`config.mk`:
```
export PLATFORM = sky130hd
export DESIGN_NAME = glyph_shelf_packer_bbox
export DESIGN_NICKNAME = d
export VERILOG_FILES = /design/src/hw/rtl/gsp_pkg.sv /design/src/hw/rtl/gsp_res_fifo.sv /design/src/hw/rtl/gsp_core.sv /design/src/hw/rtl/glyph_shelf_packer_bbox.sv
export SDC_FILE = /design/constraint.sdc
export NUM_CORES = 1
export LEC_CHECK = 0
export BUFFER_PORTS_ARGS = -buffer_cell sky130_fd_sc_hd__buf_4
export CAP_MARGIN = 20
export CORE_UTILIZATION = 35
export CTS_BUF_LIST = sky130_fd_sc_hd__clkbuf_4
export DETAILED_ROUTE_END_ITERATION = 7
export SLEW_MARGIN = 10
export SYNTH_ARGS = -nofsm -noshare
export SYNTH_HDL_FRONTEND = slang
export SYNTH_SLANG_ARGS = --single-unit
```
`constraint.sdc`:
```
create_clock -name clk -period 12.4 [get_ports clk]
set_clock_uncertainty 0.1 [all_clocks]
set_input_delay 0.62 -clock clk [delete_from_list [all_inputs] [get_ports clk]]
set_output_delay 0.62 -clock clk [all_outputs]
set_load 0.01 [all_outputs]
```
`src/hw/rtl/gsp_pkg.sv`:
```
// Shared types, codes and helpers for the glyph shelf packer.
`timescale 1ns / 1ps

package gsp_pkg;

	localparam int IN_DATA_W  = 40;
	localparam int OUT_DATA_W = 128;
	localparam int CFG_IDX_W  = 1;
	localparam int CFG_DATA_W = 8;
	localparam int CRD_W      = 16;
	localparam int PEN_COL_W  = 13;
	localparam int PEN_ROW_W  = 14;
	localparam int UV_W       = 19;

	localparam logic [PEN_COL_W-1:0] PEN_COL_MAX = 13'h1FFF;
	localparam logic [PEN_ROW_W-1:0] PEN_ROW_MAX = 14'h3FFF;
	localparam logic [3:0] MIN_ATLAS_LOG2 = 4'd7;

	localparam logic [CFG_IDX_W-1:0] CFG_ATLAS_LOG2 = 1'b0;
	localparam logic [CFG_IDX_W-1:0] CFG_THRESHOLD  = 1'b1;

	localparam logic [3:0] ATLAS_LOG2_RESET = 4'd10;
	localparam logic [7:0] THRESHOLD_RESET  = 8'd127;

	typedef enum logic {
		KIND_TEX  = 1'b0,
		KIND_RECT = 1'b1
	} kind_t;

	typedef struct packed {
		logic [15:0] glyph_id;
		logic [7:0]  glyph_width;
		logic [7:0]  glyph_rows;
		logic [7:0]  pixel_value;
	} in_t;

	typedef struct packed {
		kind_t            result_kind;
		logic [23:0]      tex_address;
		logic [7:0]       tex_value;
		logic             out_of_atlas;
		logic [15:0]      rect_glyph_id;
		logic [UV_W-1:0]  uv_left;
		logic [UV_W-1:0]  uv_top;
		logic [UV_W-1:0]  uv_right;
		logic [UV_W-1:0]  uv_bottom;
		logic             last_result;
	} res_t;

	// One or two results handed together from the core to the result queue.
	typedef struct packed {
		logic valid;
		logic two;
	} push_t;

	// Scales a texel coordinate to 16 fraction bits of the atlas size and
	// saturates it to the signed result range.
	function automatic logic [UV_W-1:0] uv_scale(input logic signed [17:0] v,
		input logic [3:0] lg);
		logic [4:0]         sh;
		logic signed [27:0] p;
		sh = 5'd16 - {1'b0, lg};
		p = 28'(v) <<< sh;
		if (p > 28'sd262143) begin
			uv_scale = 19'h3FFFF;
		end else if (p < -28'sd262144) begin
			uv_scale = 19'h40000;
		end else begin
			uv_scale = p[UV_W-1:0];
		end
	endfunction

endpackage

```
`src/hw/rtl/gsp_res_fifo.sv`:
```
// Three-entry result queue that takes one or two results per cycle.
`timescale 1ns / 1ps

module gsp_res_fifo (
	input  logic          clk,
	input  logic          arst_n,
	input  gsp_pkg::push_t push,
	input  gsp_pkg::res_t  res0,
	input  gsp_pkg::res_t  res1,
	output logic          room,
	output logic          out_valid,
	input  logic          out_ready,
	output gsp_pkg::res_t  head
);
	import gsp_pkg::*;

	res_t       mem_q [3];
	logic [1:0] wr_q;
	logic [1:0] rd_q;
	logic [1:0] count_q;
	logic       pop;

	function automatic logic [1:0] inc3(input logic [1:0] p);
		inc3 = (p == 2'd2) ? 2'd0 : p + 2'd1;
	endfunction

	assign out_valid = (count_q != 2'd0);
	assign pop       = out_valid && out_ready;
	assign room      = (count_q <= 2'd1);
	assign head      = mem_q[rd_q];

	always_ff @(posedge clk) begin
		if (push.valid) begin
			mem_q[wr_q] <= res0;
			if (push.two) begin
				mem_q[inc3(wr_q)] <= res1;
			end
		end
	end

	always_ff @(posedge clk or negedge arst_n) begin
		if (!arst_n) begin
			wr_q    <= 2'd0;
			rd_q    <= 2'd0;
			count_q <= 2'd0;
		end else begin
			if (push.valid) begin
				wr_q <= push.two ? inc3(inc3(wr_q)) : inc3(wr_q);
			end
			if (pop) begin
				rd_q <= inc3(rd_q);
			end
			count_q <= count_q + (push.valid ? (push.two ? 2'd2 : 2'd1) : 2'd0)
				- (pop ? 2'd1 : 2'd0);
		end
	end

`ifndef NO_ASSERTIONS
	a_push_room: assert property (@(posedge clk) disable iff (!arst_n)
		push.valid |-> count_q <= 2'd1)
		else $error("result pushed without room for two");
	a_push_grows: assert property (@(posedge clk) disable iff (!arst_n)
		(push.valid && !pop) |=> count_q > $past(count_q))
		else $error("queue did not grow on push");
	a_pop_shrinks: assert property (@(posedge clk) disable iff (!arst_n)
		(pop && !push.valid) |=> count_q == $past(count_q) - 2'd1)
		else $error("queue did not shrink on pop");
`endif

endmodule

```
`src/hw/rtl/gsp_core.sv`:
```
// Shelf placement, texel addressing and contour box for one pixel per cycle.
`timescale 1ns / 1ps

module gsp_core #(
	parameter int MAX_ATLAS_LOG2 = 12,
	parameter int GLYPH_DIM_BITS = 8
) (
	input  logic                          clk,
	input  logic                          arst_n,
	input  logic                          cfg_valid,
	input  logic [gsp_pkg::CFG_IDX_W-1:0]  cfg_index,
	input  logic [gsp_pkg::CFG_DATA_W-1:0] cfg_data,
	input  logic                          item_valid,
	input  gsp_pkg::in_t                   item,
	output gsp_pkg::push_t                 push,
	output gsp_pkg::res_t                  res0,
	output gsp_pkg::res_t                  res1
);
	import gsp_pkg::*;

	localparam int DW = GLYPH_DIM_BITS;
	localparam logic [3:0] MAX_LG = 4'(MAX_ATLAS_LOG2);

	logic [3:0]           lg_cfg_q;
	logic [7:0]           thr_q;
	logic [PEN_COL_W-1:0] pen_col_q;
	logic [PEN_ROW_W-1:0] pen_row_q;
	logic [DW-1:0]        shelf_q;
	logic [DW-1:0]        col_q;
	logic [DW-1:0]        row_q;
	logic [DW-1:0]        bmin_c_q;
	logic [DW-1:0]        bmax_c_q;
	logic [DW-1:0]        bmin_r_q;
	logic [DW-1:0]        bmax_r_q;

	logic [3:0]           lg;
	logic [CRD_W-1:0]     size;
	logic [15:0]          wx;
	logic [15:0]          hx;
	logic [DW-1:0]        w;
	logic [DW-1:0]        h;
	logic                 empty;
	logic                 start;
	logic                 new_shelf;
	logic [CRD_W-1:0]     row_sum;
	logic [CRD_W-1:0]     col_sum;
	logic [PEN_COL_W-1:0] pcol_e;
	logic [PEN_ROW_W-1:0] prow_e;
	logic [DW-1:0]        shelf_e;
	logic [DW-1:0]        bmin_c;
	logic [DW-1:0]        bmax_c;
	logic [DW-1:0]        bmin_r;
	logic [DW-1:0]        bmax_r;
	logic                 hit;
	logic [CRD_W-1:0]     c;
	logic [CRD_W-1:0]     r;
	logic                 oob;
	logic [31:0]          addr_full;
	logic [DW:0]          col1;
	logic [DW:0]          row1;
	logic                 col_end;
	logic                 last;
	logic [CRD_W-1:0]     pen_next;

	always_comb begin
		lg = lg_cfg_q;
		if (lg < MIN_ATLAS_LOG2) begin
			lg = MIN_ATLAS_LOG2;
		end
		if (lg > MAX_LG) begin
			lg = MAX_LG;
		end
		size = CRD_W'(1) << lg;

		wx = {8'd0, item.glyph_width};
		hx = {8'd0, item.glyph_rows};
		w  = wx[DW-1:0];
		h  = hx[DW-1:0];
		empty = (w == '0) || (h == '0);
		start = (col_q == '0) && (row_q == '0);

		// A glyph that does not fit the current shelf opens a new one below.
		new_shelf = start && ((CRD_W'(pen_col_q) + CRD_W'(w)) > size);
		row_sum   = CRD_W'(pen_row_q) + CRD_W'(shelf_q);
		if (new_shelf) begin
			pcol_e  = '0;
			prow_e  = (row_sum > CRD_W'(PEN_ROW_MAX)) ? PEN_ROW_MAX : row_sum[PEN_ROW_W-1:0];
			shelf_e = '0;
		end else begin
			pcol_e  = pen_col_q;
			prow_e  = pen_row_q;
			shelf_e = shelf_q;
		end

		bmin_c = start ? w : bmin_c_q;
		bmax_c = start ? '0 : bmax_c_q;
		bmin_r = start ? h : bmin_r_q;
		bmax_r = start ? '0 : bmax_r_q;
		hit = (item.pixel_value >= thr_q);
		if (hit) begin
			if (col_q < bmin_c) bmin_c = col_q;
			if (col_q > bmax_c) bmax_c = col_q;
			if (row_q < bmin_r) bmin_r = row_q;
			if (row_q > bmax_r) bmax_r = row_q;
		end

		c = CRD_W'(pcol_e) + CRD_W'(col_q);
		r = CRD_W'(prow_e) + CRD_W'(row_q);
		oob = (c >= size) || (r >= size);
		addr_full = ({16'd0, r} << lg) + {16'd0, c};

		col1    = {1'b0, col_q} + 1'b1;
		row1    = {1'b0, row_q} + 1'b1;
		col_end = (col1 >= {1'b0, w});
		last    = col_end && (row1 >= {1'b0, h});

		col_sum  = CRD_W'(pcol_e) + CRD_W'(w);
		pen_next = (col_sum > CRD_W'(PEN_COL_MAX)) ? CRD_W'(PEN_COL_MAX) : col_sum;

		res0 = '0;
		res1 = '0;
		if (empty) begin
			res0.result_kind   = KIND_RECT;
			res0.rect_glyph_id = item.glyph_id;
			res0.last_result   = 1'b1;
		end else begin
			res0.result_kind  = KIND_TEX;
			res0.out_of_atlas = oob;
			res0.tex_address  = oob ? 24'd0 : addr_full[23:0];
			res0.tex_value    = oob ? 8'd0 : item.pixel_value;
			res0.last_result  = !last;
		end
		res1.result_kind   = KIND_RECT;
		res1.rect_glyph_id = item.glyph_id;
		res1.uv_left   = uv_scale($signed(18'(pcol_e)) + $signed(18'(bmin_c)) - 18'sd1, lg);
		res1.uv_top    = uv_scale($signed(18'(prow_e)) + $signed(18'(bmin_r)) - 18'sd1, lg);
		res1.uv_right  = uv_scale($signed(18'(pcol_e)) + $signed(18'(bmax_c)) + 18'sd1, lg);
		res1.uv_bottom = uv_scale($signed(18'(prow_e)) + $signed(18'(bmax_r)) + 18'sd1, lg);
		res1.last_result = 1'b1;

		push.valid = item_valid;
		push.two   = item_valid && !empty && last;
	end

	always_ff @(posedge clk or negedge arst_n) begin
		if (!arst_n) begin
			lg_cfg_q  <= ATLAS_LOG2_RESET;
			thr_q     <= THRESHOLD_RESET;
			pen_col_q <= '0;
			pen_row_q <= '0;
			shelf_q   <= '0;
			col_q     <= '0;
			row_q     <= '0;
			bmin_c_q  <= '0;
			bmax_c_q  <= '0;
			bmin_r_q  <= '0;
			bmax_r_q  <= '0;
		end else begin
			if (cfg_valid) begin
				unique case (cfg_index)
					CFG_ATLAS_LOG2: lg_cfg_q <= cfg_data[3:0];
					CFG_THRESHOLD:  thr_q    <= cfg_data;
					default: ;
				endcase
			end
			if (item_valid) begin
				if (empty) begin
					col_q <= '0;
					row_q <= '0;
				end else begin
					pen_row_q <= prow_e;
					bmin_c_q  <= bmin_c;
					bmax_c_q  <= bmax_c;
					bmin_r_q  <= bmin_r;
					bmax_r_q  <= bmax_r;
					if (last) begin
						pen_col_q <= pen_next[PEN_COL_W-1:0];
						shelf_q   <= (h > shelf_e) ? h : shelf_e;
						col_q     <= '0;
						row_q     <= '0;
					end else begin
						pen_col_q <= pcol_e;
						shelf_q   <= shelf_e;
						if (col_end) begin
							col_q <= '0;
							row_q <= row1[DW-1:0];
						end else begin
							col_q <= col1[DW-1:0];
						end
					end
				end
			end
		end
	end

endmodule

```
`src/hw/rtl/glyph_shelf_packer_bbox.sv`:
```
// Top level of the glyph shelf packer with contour bounding box.
`timescale 1ns / 1ps

// The block takes glyph bitmap pixels in row-major order, one request per
// pixel, and places each glyph on shelves of a square power-of-two atlas.
// Every pixel of a non-empty glyph yields a texture write request; its last
// pixel also yields a rectangle request with the threshold contour box,
// widened by one texel and given in signed fixed point with 16 fraction bits.
// A glyph with zero width or rows yields only a zero rectangle. One pixel is
// accepted per cycle: it goes through an input register, then the placement
// and box logic, and lands in a three-entry result queue. The queue output
// sends one result per cycle while the receiver is ready, so a glyph's last
// pixel gives two results; the input stalls while the queue holds two or
// more results. The configuration port is always ready and should be written
// only while no pixel is in flight. No clearing pass follows reset.
module glyph_shelf_packer_bbox #(
	parameter int MAX_ATLAS_LOG2 = 12,
	parameter int GLYPH_DIM_BITS = 8
) (
	input  logic                           clk,
	input  logic                           arst_n,
	// Pixel request channel.
	input  logic                           s_axis_tvalid,
	output logic                           s_axis_tready,
	// Fields from bit 0: glyph_id[15:0], glyph_width[23:16], glyph_rows[31:24],
	// pixel_value[39:32].
	input  logic [gsp_pkg::IN_DATA_W-1:0]  s_axis_tdata,
	// Result request channel.
	output logic                           m_axis_tvalid,
	input  logic                           m_axis_tready,
	// Fields from bit 0: tex_address[23:0], tex_value[31:24], out_of_atlas[32],
	// rect_glyph_id[48:33], uv_left[67:49], uv_top[86:68], uv_right[105:87],
	// uv_bottom[124:106], zero pad[127:125].
	output logic [gsp_pkg::OUT_DATA_W-1:0] m_axis_tdata,
	// Fields from bit 0: result_kind[0].
	output logic                           m_axis_tuser,
	// last_result: final result caused by a pixel request.
	output logic                           m_axis_tlast,
	// Configuration write channel.
	input  logic                           cfg_valid,
	output logic                           cfg_ready,
	input  logic [gsp_pkg::CFG_IDX_W-1:0]  cfg_index,
	input  logic [gsp_pkg::CFG_DATA_W-1:0] cfg_data
);
	import gsp_pkg::*;

	logic  valid_s1;
	in_t   item_s1;
	logic  room;
	logic  advance;
	logic  accept;
	push_t push;
	res_t  res0;
	res_t  res1;
	res_t  head;

	// The input register moves on whenever the queue can take two results.
	assign advance       = valid_s1 && room;
	assign s_axis_tready = !valid_s1 || room;
	assign accept        = s_axis_tvalid && s_axis_tready;
	assign cfg_ready     = 1'b1;

	always_ff @(posedge clk) begin
		if (accept) begin
			item_s1.glyph_id    <= s_axis_tdata[15:0];
			item_s1.glyph_width <= s_axis_tdata[23:16];
			item_s1.glyph_rows  <= s_axis_tdata[31:24];
			item_s1.pixel_value <= s_axis_tdata[39:32];
		end
	end

	always_ff @(posedge clk or negedge arst_n) begin
		if (!arst_n) begin
			valid_s1 <= 1'b0;
		end else begin
			valid_s1 <= accept || (valid_s1 && !advance);
		end
	end

	gsp_core #(
		.MAX_ATLAS_LOG2 (MAX_ATLAS_LOG2),
		.GLYPH_DIM_BITS (GLYPH_DIM_BITS)
	) u_core (
		.clk        (clk),
		.arst_n     (arst_n),
		.cfg_valid  (cfg_valid && cfg_ready),
		.cfg_index  (cfg_index),
		.cfg_data   (cfg_data),
		.item_valid (advance),
		.item       (item_s1),
		.push       (push),
		.res0       (res0),
		.res1       (res1)
	);

	gsp_res_fifo u_fifo (
		.clk       (clk),
		.arst_n    (arst_n),
		.push      (push),
		.res0      (res0),
		.res1      (res1),
		.room      (room),
		.out_valid (m_axis_tvalid),
		.out_ready (m_axis_tready),
		.head      (head)
	);

	// Pack the head result onto the stream, lowest field first.
	assign m_axis_tdata = {3'b000, head.uv_bottom, head.uv_right, head.uv_top,
		head.uv_left, head.rect_glyph_id, head.out_of_atlas, head.tex_value,
		head.tex_address};
	assign m_axis_tuser = head.result_kind;
	assign m_axis_tlast = head.last_result;

endmodule

```
# Yosys cells after proc, flatten, opt, wreduce, memory -nomap -nowiden

Memories as Yosys holds them, arrays and structs flattened.
Cells that the tools add are included.

Logic and storage cells: 158
Output and inout bits: 133
Memories: 1
Input port bits: 54
Register bits: 142
RAM bits: 381

Multiplexer cells: 54
$lt $le $gt $ge: 24
Bitwise operators: 2
Reduce and logical (&&, ||, !) cells: 27
Eq/ne operators: 3
Add/sub/neg operators: 22
Shift-type cells: 6

Memories:

| memory       | words | width | read ports | clocked after Yosys merged registers in | write ports | line               | text |
|---|---|---|---|---|---|---|---|
| u_fifo.mem_q | 3     | 127   | 1          | 0                                       | 2           | gsp_res_fifo.sv:17 | `res_t mem_q [3];` |

Operators with widths:

| kind                  | number |
|---|---|
| $mux 8                | 22 |
| $mux 19               | 8 |
| $gt 28x19->1 const B  | 4 |
| $lt 28x19->1 const B  | 4 |
| $sshl 18x5->28        | 4 |
| $add 13x8->14         | 5 |
| $add 14x8->15         | 4 |
| $mux 13               | 3 |
| $mux 33               | 1 |
| $ge 16x16->1          | 2 |
| $logic_not 8->1       | 4 |
| $mux 14               | 2 |
| $add 24x16->24        | 1 |
| $gt 8x8->1            | 3 |
| $mux 24               | 1 |
| $shl 16x4->24         | 1 |
| $add 8x1->9 const B   | 2 |
| $ge 9x8->1            | 2 |
| $add 15x1->16 const B | 1 |
| $gt 16x14->1 const B  | 1 |
| $gt 16x16->1          | 1 |
| $lt 8x8->1            | 2 |
| $mux 16               | 1 |
| $shl 1x4->16 const A  | 1 |
| other kinds (23)      | 58 |

# Depth between registers and ports, before layout

Gate-level depths: netlist (run 1).

Word-level depth: 14
Gate-level depth with buffers: 45
Gate-level depth less buffers: 43

# Modules after synthesis

A second synthesis (run 1) with hierarchy kept.

Cell total of the unflattened synthesis: 3857
Area, all modules: 38470.6 sq um

Modules (own cells, without submodules):

| module                  | area an instance (sq um) | times used | cells an instance | seq. area each (sq um) |
|---|---|---|---|---|
| gsp_res_fifo            | 19159.6                  | 1          | 1270              | 11591.1 |
| gsp_core                | 18012.3                  | 1          | 2536              | 2388.5 |
| glyph_shelf_packer_bbox | 1298.7                   | 1          | 51                | 1226.2 |

# Worst setup path before layout (run 1)

Ideal clock, no wire load.

Kind: flip-flop to flip-flop
From: register u_core.lg_cfg_q[0]
To: memory u_fifo.mem_q[0][100] in the netlist's numbering
Setup slack: 3532 ps
Library setup time: 60 ps
Required time: 12240 ps
Path buffers: 9
Stages on the path, launching flop included: 38
Clock period less this slack: 8868 ps
Arrival time: 8708 ps
Path through: dfrtp_1 -> inv_1 -> o21ai_0 -> clkbuf_1 -> clkbuf_1 -> clkbuf_1 -> buf_1 -> clkbuf_1 -> ha_1 -> nand2_1 -> ha_1 -> nand3_1 -> nor4_4 -> o21ai_0 -> a31oi_1 -> clkbuf_1 -> nand3_1 -> o21ai_0 -> [... 2 more ...] -> nor2b_1 -> o2111a_1 -> or3_1 -> and2_1 -> clkbuf_1 -> or4_1 -> and4_1 -> clkbuf_1 -> ha_1 -> a211oi_1 -> nor2_1 -> nor4_1 -> o21ai_0 -> a221oi_1 -> a21oi_1 -> nor3_1 -> clkbuf_1 -> a22o_1

RTL lines:

| item                   | line               | text |
|---|---|---|
| start, declared        | gsp_core.sv:24     | `logic [3:0] lg_cfg_q;` |
| start signal, assigned | gsp_core.sv:161    | `CFG_ATLAS_LOG2: lg_cfg_q <= cfg_data[3:0];` |
| end, declared          | gsp_res_fifo.sv:17 |  |

==> summary by stage, run 1 <==
Setup path
In this design, the stage delay of the slowest critical-path cell is 0.68 ns. STA classifies the critical path endpoint as a flip-flop. The critical path arrival is 10.32 ns. The slowest stage of the critical path is the sky130_fd_sc_hd__a2111oi_0 cell. Along the worst path, the maximum fanout reaches 37.

In this design, the critical path's most frequently occurring cell is sky130_fd_sc_hd__a21oi_1. The launching element type of the critical path is a flip-flop. STA puts the critical path data required time at 13.09 ns. The setup path with the least slack is of type flip-flop to flip-flop.

Job
Across the run, the number of max-cap violations was 0.

Pwr
Summed over all nets, the switching power comes to 0.00618 W. Per report_power, the clock group accounts for 12.8% of the total. The power density of the placed cells is 306 nW/um^2. The switching part of the total power is 51.2%. The share of power burned in combinational logic is 65.6%. Summed over all cells, the static leakage comes to 16.5 nW.

IR analysis of the VDD net gives a maximum drop of 0.198 mV. Internal power comes to 0.00588 W. Sequential cells burn 21.6% of the power.

Timing
In this run the tightest slew margin relative to its limit is 17.9%. The final worst-path cycle share is 77.6%. The total count of max-transition violations in the final report is 0. The total negative slack is 0 ns.

At the pin with the least slew margin, the transition time is 1.23 ns. Static timing analysis puts the maximum clock frequency at 0.104 GHz. Setup repair after global routing left no endpoint under its margin. The setup violation total in the final timing report is 0. The smallest clock period supported by the final layout is computed as 9.63 ns. The count of final hold-check violations was 0. Setup slack on the critical path of the routed design comes to 2.77 ns.

Global route
The met2 layer usage reported by global route is 33.7%. The met1 layer usage reported by global route is 29.1%. The number of antenna violations at the first check in global routing is 4. met2 is the most crowded layer. The met3 layer usage reported by global route is 4.85%. For this run the aggregate overflow at the end of global routing stands at 0. Global routing consumed, over all layers together, 21.6% of the routing resources. The number of global-route vias before repair is 28,100. The maximum number of pins on one net before global-route repair is 92. The first global-routing pass estimated 167,000 um of wire.

Final layout
The area added between synthesis and finish is 14.9%. The share of final-layout standard cells stronger than drive strength 1 is 13.9%. The net count of the finished layout is 4,297.

Route
The total via count after detailed routing is 29,300. In the final routed layout, each cell accounts on average for 20.2 um. Using the TritonRoute via totals, the vias-per-cell ratio works out to 5.45. The first TritonRoute pass finished after 7 iterations.

The remaining number of nets flagged by the antenna check after routing is 0. The total length of routed wires is 109,000 um. In the routed design, unresolved DRC markers number 50. After the first detailed-routing iteration, the DRC count stood at 2,546.

Floorplanning
The die covers 99,300 um^2. Measured along the y axis, the die boundary spans 315 um. In this run the horizontal extent of the chip is 315 um. 187 I/O pins were placed. The core area is 96,900 um^2. The initial utilization of the core area, before any placement, comes to 35.4%. After floorplanning, the core was divided into 114 placement rows.

CTS
Clock-pin slew was measured on the worst setup and hold paths at 0.06 ns. The TritonCTS buffer count is 148. Clock latency on the worst-skew pair, taken at its later pin, is 1.02 ns. The clock sink total is 523. The H-tree was split into 4 levels. The number of setup buffers added after CTS is 0. The number of buffers inserted by hold repair at cts is 63. Gates resized during post-CTS repair numbered 0. In this run the deepest clock path goes through 3 buffers.

The clock tree root buffer cell is sky130_fd_sc_hd__clkbuf_4. The clock tree from TritonCTS is done.

Yosys
The number of instances in the synthesized netlist is 3,749. The sequential fraction of the synthesis area is 41.3%. The Yosys warning count is 0. The fraction of synthesis flops using an asynchronous set or reset pin is 19.5%. For this run, the leading register cell type out of synthesis is sky130_fd_sc_hd__edfxtp_1.

In this run, distinct cell masters in the synthesized netlist total 96. The synthesized design contains 316 enable-type register cells. The post-synthesis cell area is 34,300 um^2.

Averaged over all synthesized cells, the footprint is 9.15 um^2. The total of flip-flops plus latches after synthesis is 523.

Place
The count of input and output buffers is 182. The global placement routability congestion is 0.989. The wire-length estimate of the detail-placed layout is 77,900 um.

Prior to clock tree synthesis, the placed netlist has a worst setup slack of 2.91 ns.

Worst hold path
The worst hold path belongs to the class input port to flip-flop.

Status
The final reports fail on DRC. The run finished, with violations left.
## layer usage
layer	vias up	part of all wire, %
li1	14200	-
met1	14000	45
met2	1025	45
met3	183	7.1
met4	0	2.8
met5	-	0
## critical path: cells and delay by family, from the launching register on
kind,cells,cell delay (ns)
compound gates,18,4.68
simple gates,8,1.79
fa+ha+maj,3,0.97
mux,2,0.59
xor+xnor,2,0.51
flops,1,0.49
buf+inv,1,0.28
## synth_stat cells, types with 23 or more instances
cell	instances	area (um^2)
sky130_fd_sc_hd__inv_1	161	604
sky130_fd_sc_hd__xnor2_1	73	639
sky130_fd_sc_hd__nor2_1	319	1200
sky130_fd_sc_hd__o22ai_1	26	163
sky130_fd_sc_hd__nor3_1	46	230
sky130_fd_sc_hd__or3_1	25	156
sky130_fd_sc_hd__xor2_1	41	359
sky130_fd_sc_hd__a21oi_1	236	1180
sky130_fd_sc_hd__edfxtp_1	316	9490
sky130_fd_sc_hd__dfrtp_1	93	2330
sky130_fd_sc_hd__dfxtp_1	105	2100
sky130_fd_sc_hd__mux2i_1	176	1760
sky130_fd_sc_hd__a211oi_1	31	233
sky130_fd_sc_hd__o21a_1	29	218
sky130_fd_sc_hd__nand2_1	484	1820
sky130_fd_sc_hd__nand3_1	56	280
sky130_fd_sc_hd__mux2_2	34	383
sky130_fd_sc_hd__nand2b_1	41	257
sky130_fd_sc_hd__nor2b_1	23	144
sky130_fd_sc_hd__a22o_1	79	692
sky130_fd_sc_hd__buf_1	23	86.3
sky130_fd_sc_hd__clkbuf_1	174	653
sky130_fd_sc_hd__ha_1	236	2950
sky130_fd_sc_hd__o21ai_0	380	1900
sky130_fd_sc_hd__and2_1	85	532
sky130_fd_sc_hd__o21ai_1	26	130
sky130_fd_sc_hd__a21o_1	64	480
## through the flow
step | hold slack (ns) | utilization [%] | std cells | total power, W | area, um^2
after floorplan | 0.224 | - | 3768 | 0.00768 | 34400
after global placement | 0.334 | 38.2 | 5059 | 0.0103 | 37000
after detailed placement | 0.339 | 38.2 | 5060 | 0.0103 | 37000
after CTS | 0.0409 | 40.7 | 5381 | 0.0120 | 39400
after global routing | 0.153 | 40.7 | 5384 | 0.0129 | 39400
final | 0.227 | 40.7 | 5385 | 0.0121 | 39400
## layout by cell type, fill, tap and decap left out, drive strengths merged, types with 26 or more instances in the layout
cell           n
nand2        485
o21ai        407
nor2         319
edfxtp       316
a21oi        236
ha           236
buf          229
clkbuf       201
mux2i        177
inv          168
dfxtp        105
dfrtp         93
and2          85
a22o          79
xnor2         73
a21o          64
dlygate4sd3   63
nand3         56
clkinv        51
nor3          47
nand2b        41
xor2          41
mux2          34
a211oi        32
o21a          30
o22ai         26
## power by group through the flow
stage	clock [W]	sequential, W	combinational (W)
floorplan	0	0.00248	0.00519
global placement	0	0.00262	0.00767
detailed placement	0	0.00263	0.00771
CTS	0.00161	0.00260	0.00777
global route	0.00169	0.00265	0.00860
finish	0.00155	0.00260	0.00791
## path summary, 6_finish.rpt
path,from,endpoint,slack [ns],cells past startpoint
worst max-delay path,item_s1[17]$_DFFE_PP_,u_fifo.mem_q[2][44]$_DFFE_PP_,2.77,34
worst min-delay path,s_axis_tdata[34],item_s1[2]$_DFFE_PP_,0.23,2
worst max register to register,item_s1[17]$_DFFE_PP_,u_fifo.mem_q[2][44]$_DFFE_PP_,2.77,34
worst min register to register,u_fifo.mem_q[2][126]$_SDFFE_PP1P_,u_fifo.mem_q[2][126]$_SDFFE_PP1P_,0.35,1
max in group asynchronous,arst_n,u_fifo.rd_q[1]$_DFFE_PN0P_,10.17,4
min in group asynchronous,arst_n,u_core.pen_col_q[2]$_DFFE_PN0P_,0.67,3
## flip-flops by register name, indices dropped and copies added, names as in the netlist, 13 cells and up
name / count
u_fifo.mem_q: 381
item_s1: 40
u_core.pen_row_q: 14
u_core.pen_col_q: 13
## final cells by class
class / instances / area (um^2)
Fill cell: 9668 / 57400
Sequential cell: 523 / 14200
Clock inverter: 57 / 302
Multi-Input combinational cell: 2866 / 18900
Antenna cell: 4 / 10.0
Inverter: 166 / 631
Tap cell: 1276 / 1600
Timing Repair Buffer: 292 / 2350
Clock buffer: 201 / 1510
## cells by family after synthesis
family,share of synthesized area [%]
AND/OR/NAND/NOR,15.5
AO/OA/AOI/OAI,20.3
flip-flops,41.3
buffers and inverters,4.26
adder cells (fa/ha/maj),9.19
multiplexers,6.56
XOR/XNOR,2.91
other,0.0219
Note: power is estimated with default switching activity, not from simulation.
==> run 2, diff against run 1 <==
Clock period 12.4 ns to 8.15 ns, I/O delays scaled along.
==> summary by stage, run 2 (synthesized netlist as in run 1, its figures left out) <==
Status
The run finished, with violations left. The checks that failed: DRC.

Setup path
The count of buffering cells on the critical path with inverters included came to 7 (+6). The worst setup path is captured at a flip-flop. The critical path's top delay family is simple AND/OR/NAND/NOR gates.

The number of cells on the worst reg-to-reg path is 42 (+24%). The library cell contributing the largest single delay on the critical path is sky130_fd_sc_hd__or4_4. The endpoint identified for the worst register-to-register timing path is u_fifo.mem_q[0][101]$_SDFFE_PP0P_. The launching element type of the critical path is a flip-flop. The highest net fanout along the worst path was 5 (-86%). The worst register-to-register path begins at item_s1[16]$_DFFE_PP_. The setup slack of the worst register-to-register path came to 0.27 ns (-2.50 ns). The delay contributed by the slowest stage of the critical path is 0.50 ns (-0.18 ns).

The cell seen most often among critical-path stages is sky130_fd_sc_hd__inv_2. The critical path arrival is 8.70 ns (-1.62 ns). The required time of the worst setup path is 8.97 ns (-4.12 ns).

The worst setup path is of the flip-flop to flip-flop kind.

Route
The number of iterations in the first detailed-routing pass was 8 (+1). The detailed router's first-iteration violation count is 2,609 (+2.5%). The remaining number of nets flagged by the antenna check after routing was 0 (unchanged).

The number of remaining DRC errors came to 38 (-24%). The routed wire length per instance is 19.6 um (-2.8%). The total length of routed wires is 112,000 um (+3.4%). The mean number of vias per cell was 5.37 (-1.5%).

The total via count after detailed routing is 30,800 (+4.9%).

Timing
The highest achievable clock rate is 0.127 GHz (+22%). The slew of the pin with the lowest slew margin was 1.16 ns (-0.0741 ns). The final worst-path cycle share came to 96.7% (+19 points). The worst slew margin relative to its limit came to 22.5% (+4.7 points). The minimum period implied by the final worst setup slack is 7.88 ns (-1.75 ns). The count of final hold-check violations came to 0 (unchanged). The total negative slack is 0 ns (unchanged).

The setup violation total in the final timing report is 0 (unchanged). The setup slack of the critical path after layout is 0.273 ns (-2.50 ns). The total count of max-transition violations in the final report is 0 (unchanged).

CTS
The clock latency on the worst-skew pair is 1.05 ns (+0.03 ns). The number of levels in the clock H-tree came to 4 (unchanged). The maximum buffer depth of the clock tree is 3 (unchanged). TritonCTS built the clock tree. The TritonCTS buffer count is 143 (-3.4%). The clock sink total is 523 (unchanged). The clock-pin slew reported for the worst setup and hold paths after clock tree synthesis came to 0.07 ns (about the same). The clock tree root buffer cell is sky130_fd_sc_hd__clkbuf_4.

Pwr
The total power is 0.0207 W (+72%). The static leakage power is 18.4 nW (+11%). The power density of the placed cells is 481 nW/um^2 (+57%). The maximum vdd drop is 0.347 mV (+76%).

Place
The worst slack after detailed placement is -0.116 ns (-3.03 ns). The area of placed instances is 39,200 um^2 (+5.9%). The number of placed instances, taps included is 5,335 (+5.4%).

The count of input and output buffers is 182 (unchanged). The detailed-placement wirelength estimate was 80,100 um (+2.8%). The global placement routability congestion is 0.968 (-2.0%).

Global route
The number of antenna violations at the first check in global routing was 6 (+2). The global routing usage summed across all routing layers is 22.2% (+0.55 points). The number of global-route vias before repair is 29,400 (+4.6%). The global-route wire length before repair is 172,000 um (+3.1%).

The maximum number of pins on one net before global-route repair is 165 (+79%). The total overflow reported by the global router is 0 (unchanged).

Worst hold path
The start point of the worst min-delay path is cfg_data[2]. The path with the worst hold slack has its endpoint at u_core.thr_q[2]$_DFFE_PN1P_. The worst hold path cell count is 3 (+1). The path class of the tightest hold or removal check is input port to flip-flop.

Floorplanning
The core area is 96,900 um^2 (unchanged). The initial core utilization is 35.4% (unchanged). The number of ports placed on the die boundary is 187 (unchanged). The site row count is 114 (unchanged).

The die footprint is 99,300 um^2 (unchanged). The die height came to 315 um (unchanged). The overall die width was 315 um (unchanged).

Job
The max-cap violation count was 0 (unchanged).

Final layout
In the layout the commonest cells are 509 x sky130_fd_sc_hd__buf_4, 477 x sky130_fd_sc_hd__nand2_1, 351 x sky130_fd_sc_hd__o21ai_0. The final non-filler cell area was 43,100 um^2 (+9.3%). The largest registers in the layout are u_fifo.mem_q x381, item_s1 x40, u_core.pen_row_q x14. The most frequent standard cell in the layout excluding fill and tap cells is sky130_fd_sc_hd__buf_4.

The share of final-layout standard cells stronger than drive strength 1 is 22.3% (+8.3 points). Compared with the post-synthesis result, the final layout area differs by 25.6%. The filler-free cell count of the finished design was 5,733 (+6.5%).

The register with the most flip-flops in the final layout is u_fifo.mem_q. The net count of the finished layout is 4,644 (+8.1%). The flip-flop count of the largest register, all copies and words added is 381 (unchanged). The total of fill cells in the finished design is 9,373 (-3.1%).
[run 2: changes by cell type in the layout (fill, tap and decap cells not counted), sizes merged]
| cell | delta |
|---|---|
| buf | +301 |
| dlygate4sd3 | +49 |
| clkinv | -22 |
| clkbuf | +14 |
| diode | +4 |
| bufinv | +3 |
| inv | -2 |
| clkinvlp | +1 |
[run 2: metal layers]
metal	vias up	global-route usage, %	part of all wire [%]
met1	14800	30.5	46
met4	2	7.03	2.3
met2	927	35.1	46
met5	-	0	0.0080
met3	169	3.94	6.3
li1	14800	-	-
[run 2: report_power, final]
group / switching [W] / leakage, nW / internal, W
Combinational: 0.00838 / 12.2 / 0.00593
Clock: 0.00117 / 1.11 / 0.00133
Sequential: 0.000398 / 5.10 / 0.00350
[run 2: final cells by class]
type                    count  area [um^2]  share of cell area [%]
clock inverters            37          290                   0.674
repair buffers            644         5330                    12.4
well taps                1276         1600                    3.71
diodes                      8         20.0                  0.0465
clock buffers             213         1600                    3.71
inverters                 166          631                    1.46
flip-flops and latches    523        14200                    32.9
multi-input cells        2866        19400                    45.1
[run 2: stage by stage]
stage          util, %  hold slack (ns)
2_1_floorplan        -           0.0119
3_3_place_gp      40.4            0.333
3_5_place_dp      40.4            0.342
4_1_cts           43.6           0.0107
5_1_grt           44.5           0.0851
6_report          44.5            0.187
[run 2: how the worst max path moves through the flow]
stage	depth (start not counted)	slack [ns]	startpoint	endpoint
after CTS	37	0.02	item_s1[17]$_DFFE_PP_	u_fifo.mem_q[0][18]$_DFFE_PP_
after global routing	39	-0.11	item_s1[16]$_DFFE_PP_	u_fifo.mem_q[2][53]$_DFFE_PP_
final	42	0.27	item_s1[16]$_DFFE_PP_	u_fifo.mem_q[0][101]$_SDFFE_PP0P_
after detailed placement	38	-0.12	item_s1[17]$_DFFE_PP_	u_fifo.mem_q[1][59]$_DFFE_PP_
after floorplan	39	-0.04	u_core.lg_cfg_q[0]$_DFFE_PN0P_	u_fifo.mem_q[0][121]$_SDFFE_PP0P_
after global placement	36	-0.13	item_s1[17]$_DFFE_PP_	u_fifo.mem_q[1][59]$_DFFE_PP_
[run 2: timing repair]
item                                    4_1_cts  5_1_grt
hold buffers                                113        0
gates resized for setup                      13      157
setup buffers                                 0       22
endpoints found under the hold margin       111        0
endpoints found under the setup margin      227      314
pin swaps                                     3       54
gates cloned                                  0        4
[run 2: tightest hold or removal path: stages]
cell,delay [ns]
sky130_fd_sc_hd__dlygate4sd3_1,0.59
sky130_fd_sc_hd__buf_4,0.15
sky130_fd_sc_hd__mux2_2,0.13
